File: config.mk
export PLATFORM = sky130hd
export DESIGN_NAME = scanline_polygon_fill_core
export DESIGN_NICKNAME = d
export VERILOG_FILES = /design/src/design/spf_pkg.sv /design/src/design/spf_ram.sv /design/src/design/spf_div.sv /design/src/design/scanline_polygon_fill_core.sv
export SDC_FILE = /design/constraint.sdc
export NUM_CORES = 2
export LEC_CHECK = 0
export BUFFER_PORTS_ARGS = -buffer_cell sky130_fd_sc_hd__buf_2
export CORE_UTILIZATION = 55
export CTS_CLUSTER_DIAMETER = 60
export CTS_CLUSTER_SIZE = 20
export DETAILED_ROUTE_END_ITERATION = 16
export HOLD_SLACK_MARGIN = 0.12
export PLACE_DENSITY = 0.79
export SYNTH_ARGS = -nofsm -noshare
export SYNTH_HDL_FRONTEND = slang
export SYNTH_SLANG_ARGS = --single-unit
File: constraint.sdc
create_clock -name clock -period 6.9 [get_ports clock]
set_input_delay 0.345 -clock clock [delete_from_list [all_inputs] [get_ports clock]]
set_output_delay 0.345 -clock clock [all_outputs]
set_load 0.01 [all_outputs]
File: src/design/spf_pkg.sv
// Shared constants for the scanline polygon fill block.
package spf_pkg;

   localparam int MAX_VERTICES_DEF = 32;
   localparam int ROW_COUNT_DEF = 1024;
   localparam int FRAC_BITS_DEF = 16;

   localparam int X_INT_BITS = 12;
   localparam int Y_BITS = 10;
   localparam int MAX_SPANS = 16;

   localparam logic ACT_ADD_VERTEX = 1'b0;
   localparam logic ACT_ADVANCE = 1'b1;

endpackage

File: src/design/spf_ram.sv
// Generic single write port RAM with one registered read port.
module spf_ram #(
   parameter int WIDTH = 8,
   parameter int DEPTH = 32
) (
   input  logic                     clock,
   input  logic                     wr_en,
   input  logic [$clog2(DEPTH)-1:0] wr_addr,
   input  logic [WIDTH-1:0]         wr_data,
   input  logic [$clog2(DEPTH)-1:0] rd_addr,
   output logic [WIDTH-1:0]         rd_data
);

   logic [WIDTH-1:0] mem_ff [DEPTH];
   logic [WIDTH-1:0] rd_data_ff;

   always_ff @(posedge clock) begin
      if (wr_en) begin
         mem_ff[wr_addr] <= wr_data;
      end
      rd_data_ff <= mem_ff[rd_addr];
   end

   assign rd_data = rd_data_ff;

endmodule

File: src/design/spf_div.sv
// Restoring divider that produces one quotient bit per cycle.
module spf_div #(
   parameter int NUM_W = 28,
   parameter int DEN_W = 10
) (
   input  logic             clock,
   input  logic             reset,
   input  logic             start,
   input  logic [NUM_W-1:0] numer,
   input  logic [DEN_W-1:0] denom,
   output logic             done,
   output logic [NUM_W-1:0] quot
);

   localparam int CW = $clog2(NUM_W + 1);

   logic [NUM_W-1:0] quo_ff, quo_in;
   logic [DEN_W-1:0] rem_ff, rem_in;
   logic [DEN_W-1:0] den_ff, den_in;
   logic [CW-1:0]    cnt_ff, cnt_in;
   logic             busy_ff, busy_in;
   logic             done_ff, done_in;
   logic [DEN_W:0]   trial;
   logic [DEN_W:0]   diff;

   always_comb begin
      trial = {rem_ff, quo_ff[NUM_W-1]};
      diff = trial - {1'b0, den_ff};
      quo_in = quo_ff;
      rem_in = rem_ff;
      den_in = den_ff;
      cnt_in = cnt_ff;
      busy_in = busy_ff;
      done_in = 1'b0;
      if (start) begin
         quo_in = numer;
         rem_in = '0;
         den_in = denom;
         cnt_in = '0;
         busy_in = 1'b1;
      end else if (busy_ff) begin
         if (trial >= {1'b0, den_ff}) begin
            rem_in = diff[DEN_W-1:0];
            quo_in = {quo_ff[NUM_W-2:0], 1'b1};
         end else begin
            rem_in = trial[DEN_W-1:0];
            quo_in = {quo_ff[NUM_W-2:0], 1'b0};
         end
         cnt_in = cnt_ff + 1'b1;
         if (cnt_ff == CW'(NUM_W - 1)) begin
            busy_in = 1'b0;
            done_in = 1'b1;
         end
      end
   end

   always_ff @(posedge clock) begin
      if (reset) begin
         busy_ff <= 1'b0;
         done_ff <= 1'b0;
         cnt_ff <= '0;
      end else begin
         busy_ff <= busy_in;
         done_ff <= done_in;
         cnt_ff <= cnt_in;
      end
      quo_ff <= quo_in;
      rem_ff <= rem_in;
      den_ff <= den_in;
   end

   assign done = done_ff;
   assign quot = quo_ff;

endmodule

File: src/design/scanline_polygon_fill_core.sv
// Scanline polygon fill core: vertex store, edge table build and row scan sequencer.
// A vertex beat without close is stored while idle. A close builds the edge table with a
// shared bit-serial divider, one division per non-horizontal edge.
// An advance beat runs an activation pass, selection passes and a step pass over the
// table edges, each pass reading the edge memory one entry at a time.
// Reset (synchronous, active high) clears the control state; the stores stay unwritten.
module scanline_polygon_fill_core #(
   parameter int MAX_VERTICES = spf_pkg::MAX_VERTICES_DEF,
   parameter int ROW_COUNT = spf_pkg::ROW_COUNT_DEF,
   parameter int FRAC_BITS = spf_pkg::FRAC_BITS_DEF
) (
   input  logic         clock,
   input  logic         reset,
   input  logic         req_valid,
   output logic         req_stall,
   input  logic         req_action,
   input  logic [11:0]  req_vertex_x,
   input  logic [9:0]   req_vertex_y,
   input  logic         req_close_polygon,
   output logic         rsp_valid,
   input  logic         rsp_stall,
   output logic [9:0]   rsp_row_y,
   output logic [11:0]  rsp_span_start,
   output logic [11:0]  rsp_span_end,
   output logic         rsp_span_valid,
   output logic         rsp_last_of_row,
   output logic         rsp_done_res
);

   // Widths that follow from the parameters.
   localparam int XIB = spf_pkg::X_INT_BITS;
   localparam int YB = spf_pkg::Y_BITS;
   localparam int VCW = $clog2(MAX_VERTICES + 1);
   localparam int VIW = $clog2(MAX_VERTICES);
   localparam int XW = XIB + FRAC_BITS;
   localparam int SW = XW + 1;
   localparam int VW = XIB + YB;
   localparam int EW = 2 * YB + XW + SW;
   localparam int KW = XW + SW + VIW;
   localparam int RCW = 13;
   localparam int NRW = $clog2(spf_pkg::MAX_SPANS + 1);

   // Sequencer states.
   localparam logic [3:0] S_IDLE   = 4'd0;
   localparam logic [3:0] S_BLD_RD = 4'd1;
   localparam logic [3:0] S_BLD_WT = 4'd2;
   localparam logic [3:0] S_EDGE   = 4'd3;
   localparam logic [3:0] S_DIV    = 4'd4;
   localparam logic [3:0] S_BLD_NX = 4'd5;
   localparam logic [3:0] S_ACT_RD = 4'd6;
   localparam logic [3:0] S_ACT_WT = 4'd7;
   localparam logic [3:0] S_SEL_RD = 4'd8;
   localparam logic [3:0] S_SEL_WT = 4'd9;
   localparam logic [3:0] S_SEL_END = 4'd10;
   localparam logic [3:0] S_STP_RD = 4'd11;
   localparam logic [3:0] S_STP_WT = 4'd12;
   localparam logic [3:0] S_FIN    = 4'd13;
   localparam logic [3:0] S_NOSCAN = 4'd14;

   logic [3:0]              state_ff, state_in;
   logic [VCW-1:0]          vcount_ff, vcount_in;
   logic [VCW-1:0]          bn_ff, bn_in;
   logic [VCW-1:0]          etotal_ff, etotal_in;
   logic [VCW-1:0]          idx_ff, idx_in;
   logic [MAX_VERTICES-1:0] active_ff, active_in;
   logic [YB-1:0]           row_ff, row_in;
   logic                    scanning_ff, scanning_in;
   logic [YB-1:0]           lowest_ff, lowest_in;
   logic [VW-1:0]           first_v_ff, first_v_in;
   logic [VW-1:0]           prev_v_ff, prev_v_in;
   logic [VW-1:0]           cur_v_ff, cur_v_in;
   logic                    closing_ff, closing_in;
   logic [YB-1:0]           elow_ff, elow_in;
   logic [YB-1:0]           ehigh_ff, ehigh_in;
   logic [XIB-1:0]          exl_ff, exl_in;
   logic                    eneg_ff, eneg_in;
   logic                    any_ff, any_in;
   logic                    first_round_ff, first_round_in;
   logic                    found_ff, found_in;
   logic [KW-1:0]           best_key_ff, best_key_in;
   logic [KW-1:0]           prev_key_ff, prev_key_in;
   logic                    pair_half_ff, pair_half_in;
   logic [XIB-1:0]          pair_s_ff, pair_s_in;
   logic                    pend_valid_ff, pend_valid_in;
   logic [XIB-1:0]          pend_s_ff, pend_s_in;
   logic [XIB-1:0]          pend_e_ff, pend_e_in;
   logic [NRW-1:0]          nres_ff, nres_in;
   logic                    rsp_valid_ff, rsp_valid_in;
   logic [YB-1:0]           rsp_row_ff, rsp_row_in;
   logic [XIB-1:0]          rsp_start_ff, rsp_start_in;
   logic [XIB-1:0]          rsp_end_ff, rsp_end_in;
   logic                    rsp_span_ff, rsp_span_in;
   logic                    rsp_last_ff, rsp_last_in;
   logic                    rsp_done_ff, rsp_done_in;

   // Memory ports and divider hookup.
   logic           v_we;
   logic [VIW-1:0] v_waddr;
   logic [VW-1:0]  v_wdata;
   logic [VIW-1:0] v_raddr;
   logic [VW-1:0]  v_rdata;
   logic           e_we;
   logic [VIW-1:0] e_waddr;
   logic [EW-1:0]  e_wdata;
   logic [VIW-1:0] e_raddr;
   logic [EW-1:0]  e_rdata;
   logic           div_start;
   logic [XW-1:0]  div_num;
   logic           div_done;
   logic [XW-1:0]  div_quo;

   // Fields of the edge word read back from memory.
   logic [YB-1:0]  rd_low;
   logic [YB-1:0]  rd_high;
   logic [XW-1:0]  rd_x;
   logic [SW-1:0]  rd_slope;
   logic [KW-1:0]  rd_key;
   logic [VIW-1:0] idx_lo;
   logic           idx_last;
   logic [YB:0]    row_p1;
   logic [RCW-1:0] row_next13;
   logic           out_free;
   logic           req_take;

   // Edge build helpers.
   logic [XIB-1:0] ea_x, eb_x;
   logic [YB-1:0]  ea_y, eb_y;
   logic [YB-1:0]  dy;
   logic [XIB-1:0] mag;
   logic [SW-1:0]  slope_new;

   // Span rounding and stepping helpers.
   logic [XW:0]    round_sum;
   logic [XIB-1:0] best_round;
   logic [SW:0]    step_sum;
   logic [XW-1:0]  step_x;
   logic           cand;

   spf_ram #(.WIDTH(VW), .DEPTH(MAX_VERTICES)) u_vtx_ram (
      .clock   (clock),
      .wr_en   (v_we),
      .wr_addr (v_waddr),
      .wr_data (v_wdata),
      .rd_addr (v_raddr),
      .rd_data (v_rdata)
   );

   spf_ram #(.WIDTH(EW), .DEPTH(MAX_VERTICES)) u_edge_ram (
      .clock   (clock),
      .wr_en   (e_we),
      .wr_addr (e_waddr),
      .wr_data (e_wdata),
      .rd_addr (e_raddr),
      .rd_data (e_rdata)
   );

   spf_div #(.NUM_W(XW), .DEN_W(YB)) u_div (
      .clock (clock),
      .reset (reset),
      .start (div_start),
      .numer (div_num),
      .denom (dy),
      .done  (div_done),
      .quot  (div_quo)
   );

   assign req_stall = (state_ff != S_IDLE);
   assign req_take = req_valid && !req_stall;
   assign out_free = !rsp_valid_ff || !rsp_stall;

   // Edge word layout, low to high: slope, start x, upper y, lower y.
   assign rd_slope = e_rdata[SW-1:0];
   assign rd_x = e_rdata[SW+XW-1:SW];
   assign rd_high = e_rdata[SW+XW+YB-1:SW+XW];
   assign rd_low = e_rdata[EW-1:SW+XW+YB];

   assign idx_lo = idx_ff[VIW-1:0];
   assign idx_last = (VCW'(idx_ff + 1'b1) == etotal_ff);
   assign row_p1 = {1'b0, row_ff} + 1'b1;
   assign row_next13 = RCW'(row_ff) + 1'b1;

   // The sort key orders by x, then signed slope (sign flipped), then table index.
   assign rd_key = {rd_x, ~rd_slope[SW-1], rd_slope[SW-2:0], idx_lo};

   // The previous and current vertices form the edge under construction.
   assign ea_x = prev_v_ff[VW-1:YB];
   assign ea_y = prev_v_ff[YB-1:0];
   assign eb_x = cur_v_ff[VW-1:YB];
   assign eb_y = cur_v_ff[YB-1:0];
   assign dy = ehigh_ff - elow_ff;
   assign mag = eneg_ff ? (exl_ff - (ea_y < eb_y ? eb_x : ea_x))
                        : ((ea_y < eb_y ? eb_x : ea_x) - exl_ff);
   assign div_num = {mag, {FRAC_BITS{1'b0}}} + XW'(dy[YB-1:1]);
   assign slope_new = eneg_ff ? (SW'(0) - {1'b0, div_quo}) : {1'b0, div_quo};

   // Round half up, saturated to the last pixel column.
   assign round_sum = {1'b0, best_key_ff[KW-1:KW-XW]} + (XW+1)'(1 << (FRAC_BITS - 1));
   assign best_round = round_sum[XW] ? {XIB{1'b1}} : round_sum[XW-1:FRAC_BITS];

   // Step x by the slope and clamp it to the representable range.
   assign step_sum = {2'b00, rd_x} + {rd_slope[SW-1], rd_slope};
   assign step_x = step_sum[SW] ? '0 : (step_sum[XW] ? {XW{1'b1}} : step_sum[XW-1:0]);

   assign cand = active_ff[idx_lo] && (first_round_ff || (rd_key > prev_key_ff))
                 && (!found_ff || (rd_key < best_key_ff));

   always_comb begin
      state_in = state_ff;
      vcount_in = vcount_ff;
      bn_in = bn_ff;
      etotal_in = etotal_ff;
      idx_in = idx_ff;
      active_in = active_ff;
      row_in = row_ff;
      scanning_in = scanning_ff;
      lowest_in = lowest_ff;
      first_v_in = first_v_ff;
      prev_v_in = prev_v_ff;
      cur_v_in = cur_v_ff;
      closing_in = closing_ff;
      elow_in = elow_ff;
      ehigh_in = ehigh_ff;
      exl_in = exl_ff;
      eneg_in = eneg_ff;
      any_in = any_ff;
      first_round_in = first_round_ff;
      found_in = found_ff;
      best_key_in = best_key_ff;
      prev_key_in = prev_key_ff;
      pair_half_in = pair_half_ff;
      pair_s_in = pair_s_ff;
      pend_valid_in = pend_valid_ff;
      pend_s_in = pend_s_ff;
      pend_e_in = pend_e_ff;
      nres_in = nres_ff;

      rsp_valid_in = rsp_valid_ff && rsp_stall;
      rsp_row_in = rsp_row_ff;
      rsp_start_in = rsp_start_ff;
      rsp_end_in = rsp_end_ff;
      rsp_span_in = rsp_span_ff;
      rsp_last_in = rsp_last_ff;
      rsp_done_in = rsp_done_ff;

      v_we = 1'b0;
      v_waddr = vcount_ff[VIW-1:0];
      v_wdata = {req_vertex_x, req_vertex_y};
      v_raddr = idx_lo;
      e_we = 1'b0;
      e_waddr = etotal_ff[VIW-1:0];
      e_wdata = {elow_ff, ehigh_ff, exl_ff, {FRAC_BITS{1'b0}}, slope_new};
      e_raddr = idx_lo;
      div_start = 1'b0;

      unique case (state_ff)
         S_IDLE: begin
            if (req_take) begin
               if (req_action == spf_pkg::ACT_ADD_VERTEX) begin
                  bn_in = vcount_ff;
                  if (vcount_ff < VCW'(MAX_VERTICES)) begin
                     v_we = 1'b1;
                     vcount_in = vcount_ff + 1'b1;
                     bn_in = vcount_ff + 1'b1;
                  end
                  if (req_close_polygon) begin
                     active_in = '0;
                     etotal_in = '0;
                     idx_in = '0;
                     closing_in = 1'b0;
                     state_in = S_BLD_RD;
                  end
               end else if (!scanning_ff) begin
                  state_in = S_NOSCAN;
               end else begin
                  idx_in = '0;
                  any_in = 1'b0;
                  state_in = S_ACT_RD;
               end
            end
         end
         S_BLD_RD: begin
            state_in = S_BLD_WT;
         end
         S_BLD_WT: begin
            if (idx_ff == '0) begin
               first_v_in = v_rdata;
               prev_v_in = v_rdata;
               if (bn_ff == VCW'(1)) begin
                  cur_v_in = v_rdata;
                  closing_in = 1'b1;
                  state_in = S_EDGE;
               end else begin
                  idx_in = VCW'(1);
                  state_in = S_BLD_RD;
               end
            end else begin
               cur_v_in = v_rdata;
               state_in = S_EDGE;
            end
         end
         S_EDGE: begin
            // Order the end points by y; a horizontal edge is skipped.
            if (ea_y < eb_y) begin
               elow_in = ea_y;
               ehigh_in = eb_y;
               exl_in = ea_x;
               eneg_in = (eb_x < ea_x);
            end else begin
               elow_in = eb_y;
               ehigh_in = ea_y;
               exl_in = eb_x;
               eneg_in = (ea_x < eb_x);
            end
            state_in = (ea_y == eb_y) ? S_BLD_NX : S_DIV;
         end
         S_DIV: begin
            if (!found_ff) begin
               div_start = 1'b1;
               found_in = 1'b1;
            end else if (div_done) begin
               found_in = 1'b0;
               e_we = 1'b1;
               etotal_in = etotal_ff + 1'b1;
               if (etotal_ff == '0 || elow_ff < lowest_ff) begin
                  lowest_in = elow_ff;
               end
               state_in = S_BLD_NX;
            end
         end
         S_BLD_NX: begin
            if (closing_ff) begin
               vcount_in = '0;
               scanning_in = (etotal_ff != '0);
               if (etotal_ff != '0) begin
                  row_in = lowest_ff;
               end
               state_in = S_IDLE;
            end else begin
               prev_v_in = cur_v_ff;
               if (VCW'(idx_ff + 1'b1) == bn_ff) begin
                  closing_in = 1'b1;
                  cur_v_in = first_v_ff;
                  state_in = S_EDGE;
               end else begin
                  idx_in = idx_ff + 1'b1;
                  state_in = S_BLD_RD;
               end
            end
         end
         S_ACT_RD: begin
            state_in = S_ACT_WT;
         end
         S_ACT_WT: begin
            if (active_ff[idx_lo] || rd_low == row_ff) begin
               active_in[idx_lo] = 1'b1;
               if ({1'b0, rd_high} > row_p1) begin
                  any_in = 1'b1;
               end
            end
            if (idx_last) begin
               idx_in = '0;
               first_round_in = 1'b1;
               found_in = 1'b0;
               pair_half_in = 1'b0;
               pend_valid_in = 1'b0;
               nres_in = '0;
               state_in = S_SEL_RD;
            end else begin
               idx_in = idx_ff + 1'b1;
               state_in = S_ACT_RD;
            end
         end
         S_SEL_RD: begin
            state_in = S_SEL_WT;
         end
         S_SEL_WT: begin
            if (cand) begin
               best_key_in = rd_key;
               found_in = 1'b1;
            end
            if (idx_last) begin
               state_in = S_SEL_END;
            end else begin
               idx_in = idx_ff + 1'b1;
               state_in = S_SEL_RD;
            end
         end
         S_SEL_END: begin
            if (!found_ff) begin
               idx_in = '0;
               state_in = S_STP_RD;
            end else if (!pair_half_ff) begin
               pair_s_in = best_round;
               pair_half_in = 1'b1;
               prev_key_in = best_key_ff;
               first_round_in = 1'b0;
               found_in = 1'b0;
               idx_in = '0;
               state_in = S_SEL_RD;
            end else if (pair_s_ff < best_round && nres_ff < NRW'(spf_pkg::MAX_SPANS)) begin
               // A new span pushes the held one out; wait while the output is busy.
               if (!pend_valid_ff || out_free) begin
                  if (pend_valid_ff) begin
                     rsp_valid_in = 1'b1;
                     rsp_row_in = row_ff;
                     rsp_start_in = pend_s_ff;
                     rsp_end_in = pend_e_ff;
                     rsp_span_in = 1'b1;
                     rsp_last_in = 1'b0;
                     rsp_done_in = !any_ff;
                  end
                  pend_valid_in = 1'b1;
                  pend_s_in = pair_s_ff;
                  pend_e_in = best_round;
                  nres_in = nres_ff + 1'b1;
                  pair_half_in = 1'b0;
                  prev_key_in = best_key_ff;
                  found_in = 1'b0;
                  idx_in = '0;
                  state_in = S_SEL_RD;
               end
            end else begin
               pair_half_in = 1'b0;
               prev_key_in = best_key_ff;
               found_in = 1'b0;
               idx_in = '0;
               state_in = S_SEL_RD;
            end
         end
         S_STP_RD: begin
            state_in = S_STP_WT;
         end
         S_STP_WT: begin
            if (active_ff[idx_lo]) begin
               e_we = 1'b1;
               e_waddr = idx_lo;
               e_wdata = {rd_low, rd_high, step_x, rd_slope};
               if ({1'b0, rd_high} <= row_p1) begin
                  active_in[idx_lo] = 1'b0;
               end
            end
            if (idx_last) begin
               state_in = S_FIN;
            end else begin
               idx_in = idx_ff + 1'b1;
               state_in = S_STP_RD;
            end
         end
         S_FIN: begin
            if (out_free) begin
               rsp_valid_in = 1'b1;
               rsp_row_in = row_ff;
               rsp_start_in = pend_valid_ff ? pend_s_ff : '0;
               rsp_end_in = pend_valid_ff ? pend_e_ff : '0;
               rsp_span_in = pend_valid_ff;
               rsp_last_in = 1'b1;
               rsp_done_in = !any_ff;
               if (!any_ff) begin
                  scanning_in = 1'b0;
               end
               row_in = (row_next13 == RCW'(ROW_COUNT)) ? '0 : row_next13[YB-1:0];
               state_in = S_IDLE;
            end
         end
         S_NOSCAN: begin
            if (out_free) begin
               rsp_valid_in = 1'b1;
               rsp_row_in = row_ff;
               rsp_start_in = '0;
               rsp_end_in = '0;
               rsp_span_in = 1'b0;
               rsp_last_in = 1'b1;
               rsp_done_in = 1'b1;
               state_in = S_IDLE;
            end
         end
         default: begin
            state_in = S_IDLE;
         end
      endcase
   end

   always_ff @(posedge clock) begin
      if (reset) begin
         state_ff <= S_IDLE;
         vcount_ff <= '0;
         etotal_ff <= '0;
         active_ff <= '0;
         row_ff <= '0;
         scanning_ff <= 1'b0;
         found_ff <= 1'b0;
         rsp_valid_ff <= 1'b0;
      end else begin
         state_ff <= state_in;
         vcount_ff <= vcount_in;
         etotal_ff <= etotal_in;
         active_ff <= active_in;
         row_ff <= row_in;
         scanning_ff <= scanning_in;
         found_ff <= found_in;
         rsp_valid_ff <= rsp_valid_in;
      end
      bn_ff <= bn_in;
      idx_ff <= idx_in;
      lowest_ff <= lowest_in;
      first_v_ff <= first_v_in;
      prev_v_ff <= prev_v_in;
      cur_v_ff <= cur_v_in;
      closing_ff <= closing_in;
      elow_ff <= elow_in;
      ehigh_ff <= ehigh_in;
      exl_ff <= exl_in;
      eneg_ff <= eneg_in;
      any_ff <= any_in;
      first_round_ff <= first_round_in;
      best_key_ff <= best_key_in;
      prev_key_ff <= prev_key_in;
      pair_half_ff <= pair_half_in;
      pair_s_ff <= pair_s_in;
      pend_valid_ff <= pend_valid_in;
      pend_s_ff <= pend_s_in;
      pend_e_ff <= pend_e_in;
      nres_ff <= nres_in;
      rsp_row_ff <= rsp_row_in;
      rsp_start_ff <= rsp_start_in;
      rsp_end_ff <= rsp_end_in;
      rsp_span_ff <= rsp_span_in;
      rsp_last_ff <= rsp_last_in;
      rsp_done_ff <= rsp_done_in;
   end

   assign rsp_valid = rsp_valid_ff;
   assign rsp_row_y = rsp_row_ff;
   assign rsp_span_start = rsp_start_ff;
   assign rsp_span_end = rsp_end_ff;
   assign rsp_span_valid = rsp_span_ff;
   assign rsp_last_of_row = rsp_last_ff;
   assign rsp_done_res = rsp_done_ff;

endmodule

==> metrics <==
number of global-route vias before repair=77.7k; setup ws final=1470 ps; Total GRT Usage=0.295; Layout fillers=17.8k; combinational share of power=0.303; DRC errors left=2; most common cell after layout, fill and taps aside=edfxtp_1; synthesized area=148000 um^2; Placer Congestion=0.934; Slew HR=0.0507; pin count of the biggest net entering global routing=164; Cells after Synth=7622; CP most frequent cell=a21oi_1; reg-to-reg endpoint=u_edge_ram.mem_ff[2][30]; WP depth=13; die height=520 um; die area=270000 um^2; Reg2Reg Depth=13; Slew @ Worst Pin=1420 ps; Flop pwr share=0.466; Starting Density=0.555; CP top delay family=compound AO/OA/AOI/OAI gates; root buf cell=clkbuf_16; Cell Rows=189; antenna violations before repair=23; share of layout cells above drive strength 1=0.193; unrepaired setup endpoints after global routing=no; H-tree depth=4; Worst Path Buf+Inv=2; detailed placement HPWL=217000 um; Synth Flop Type=edfxtp_1; clock skew=120 ps; CTS clk-pin slew, worst paths=80 ps; dpl cells=11.0k; CP max FO=32; TNS Setup=0 ps; Hold Path Class=reg2reg; routed len/inst=34.8 um; worst r2r src=u_edge_ram.rd_data[0]; Critical Path Sink Type=register; worst skew pair latency=970 ps; switching share of total power=0.331; Req. time, crit path=7380 ps; Post-Route WL=400000 um; CTS tree=yes; Horiz. Die Dim=520 um; period utilization=0.786; Max VDD drop=364 uV; failing checks=design-rule violations; DR vias=79.8k; final-report setup violation count=0; Place WS=1650 ps; remaining antenna violation count=0; max-slew violations=0; critical path arrival=5900 ps; PostCTS Resize Cnt=0; Via density=6.95; library cells used by synthesis=92; number of enable flip-flop cells after synthesis=3534; status=finished, violations left; first-pass GRT wire length=565000 um; Synth async-reset ratio=0; YS warnings=0; Cell Chain, Critical Path=buf_4 -> ha_1 -> inv_1 -> fa_1 -> nand2b_1 -> a21oi_1 -> o311ai_1 -> a21bo_2 -> a21oi_1 -> a21oi_1 -> o31a_1 -> nand2_1 -> a21oi_2; Post-Syn Area per Cell=19.4 um^2; most frequent cells in the layout=edfxtp_1 (3534), mux4_2 (795), a22oi_1 (353); Area Growth Syn to Fin=9.03%; I/O pin total=67; grt total ovfl=0; Layout Nets=8050; clock power share=0.231; LEAKAGE=0.0524 uW; CP max stage delay=1280 ps; Tmin final=5430 ps; Hold Crit Depth=0; reg-to-reg slack, setup=1470 ps; Setup crit start kind=register; Crit-path slowest cell=a21oi_2; CTS sink count=3711; Critical Path Start=u_edge_ram.rd_data[0]; Hold WS=444 ps; Bufs on Longest Clock Path=3; NetSw=19700 uW; drt initial violations=12.9k; Non-Filler Instances=11.5k; fmax=184 MHz; Max Cap Violations=0; total CTS buffers=219; port buffer count=66; critical path class=reg2reg; syn nets=7913; final hold vios=0; crit path to=u_edge_ram.mem_ff[2][30]; Synth Register Bits=3711; pwr/cell area=371 nW/um^2; Core ar.=266000 um^2; sequential share of the synthesized area=0.743; DR pass1 iterations=14; Int Power=39900 uW
-- worst min-delay path by stage --
| stage | startpoint | to |
|---|---|---|
| 2_1_floorplan | row_ff[2] | rsp_row_y[2] |
| 3_3_place_gp | u_vtx_ram.rd_data[13] | first_v_ff[13] |
| 3_5_place_dp | u_vtx_ram.rd_data[11] | first_v_ff[11] |
| 4_1_cts | rsp_stall | state_ff[2] |
| 5_1_grt | req_vertex_x[8] | u_vtx_ram.mem_ff[18][18] |
| 6_report | u_vtx_ram.rd_data[11] | first_v_ff[11] |
-- worst reg2reg max path, delay by kind of cell, from the launching register on --
family | cells | cell delay [ps]
compound gates | 7 | 2960
buf+inv | 2 | 240
fa+ha+maj | 2 | 440
simple gates | 2 | 1050
flops | 1 | 310
-- timing repair --
action / CTS / global route
buffers inserted: 0 / 0
hold endpoints to repair: 772 / 0
hold buffers: 29 / 0
-- cell type report --
| type | count | area [um^2] | area share |
|---|---|---|---|
| clock buffer | 345 | 6010 | 0.0374 |
| sequential | 3711 | 110000 | 0.682 |
| tap | 3533 | 4420 | 0.0275 |
| multi-input combinational | 3279 | 36100 | 0.224 |
| timing repair buffer | 290 | 2780 | 0.0173 |
| clock inverter | 55 | 866 | 0.00538 |
| inverter | 258 | 971 | 0.00604 |
| antenna | 11 | 27.5 | 0.000171 |
-- through the flow --
stage           util  power [uW]  cell area [um^2]
2_1_floorplan      -       39700            148000
3_3_place_gp   0.577       45400            154000
3_5_place_dp   0.577       45800            154000
4_1_cts        0.604       59400            161000
5_1_grt        0.604       61400            161000
6_report       0.605       59600            161000
-- sequential cells by signal (all words and copies together) (netlist names), 22 cells and up --
signal              flops
u_edge_ram.mem_ff    2464
u_vtx_ram.mem_ff      704
u_edge_ram.rd_data     77
best_key_ff            62
prev_key_ff            62
active_ff              32
u_div.quot             28
cur_v_ff               22
first_v_ff             22
prev_v_ff              22
u_vtx_ram.rd_data      22
-- power groups by stage --
| stage | logic [uW] | clock network, uW | registers (uW) |
|---|---|---|---|
| final | 18100 | 13700 | 27800 |
| after global routing | 19100 | 14500 | 27800 |
| after CTS | 17800 | 13800 | 27700 |
| after detailed placement | 17600 | 0 | 28200 |
| after global placement | 17200 | 0 | 28200 |
| after floorplan | 12200 | 0 | 27500 |
-- synthesized netlist by cell type (46+ instances only) --
library cell | number | area (um^2)
a21o_1 | 98 | 736
nand2_1 | 280 | 1050
inv_1 | 250 | 938
buf_2 | 75 | 375
mux4_2 | 795 | 17900
xnor2_1 | 63 | 552
nand3_1 | 46 | 230
a21oi_1 | 168 | 841
clkbuf_1 | 246 | 923
dfxtp_1 | 177 | 3540
nor2b_1 | 52 | 325
edfxtp_1 | 3534 | 106000
nor2_1 | 234 | 878
nor3_1 | 73 | 365
o21ai_1 | 47 | 235
o21ai_0 | 113 | 566
mux2i_1 | 76 | 761
ha_1 | 258 | 3230
xor2_1 | 61 | 534
buf_1 | 49 | 184
a22oi_1 | 353 | 2650
nand4_1 | 131 | 820
-- cells by family after synthesis --
family	Yosys count	synth area share
mux	926	0.131
flops	3711	0.743
simple gates	959	0.0316
buf+inv	632	0.0168
fa+ha+maj	263	0.0226
compound gates	1006	0.0474
xor+xnor	125	0.00751
-- metal layers --
metal / part of all wire / routed length (um) / up-vias / track usage
met4: 0.050 / 20000 / 14 / 0.128
met5: 0.00023 / 93 / - / 0
met2: 0.48 / 190000 / 6320 / 0.468
li1: - / - / 31300 / -
met3: 0.13 / 51000 / 1025 / 0.0677
met1: 0.35 / 139000 / 41200 / 0.394
No activity file was read; power rests on OpenSTA's default activity.
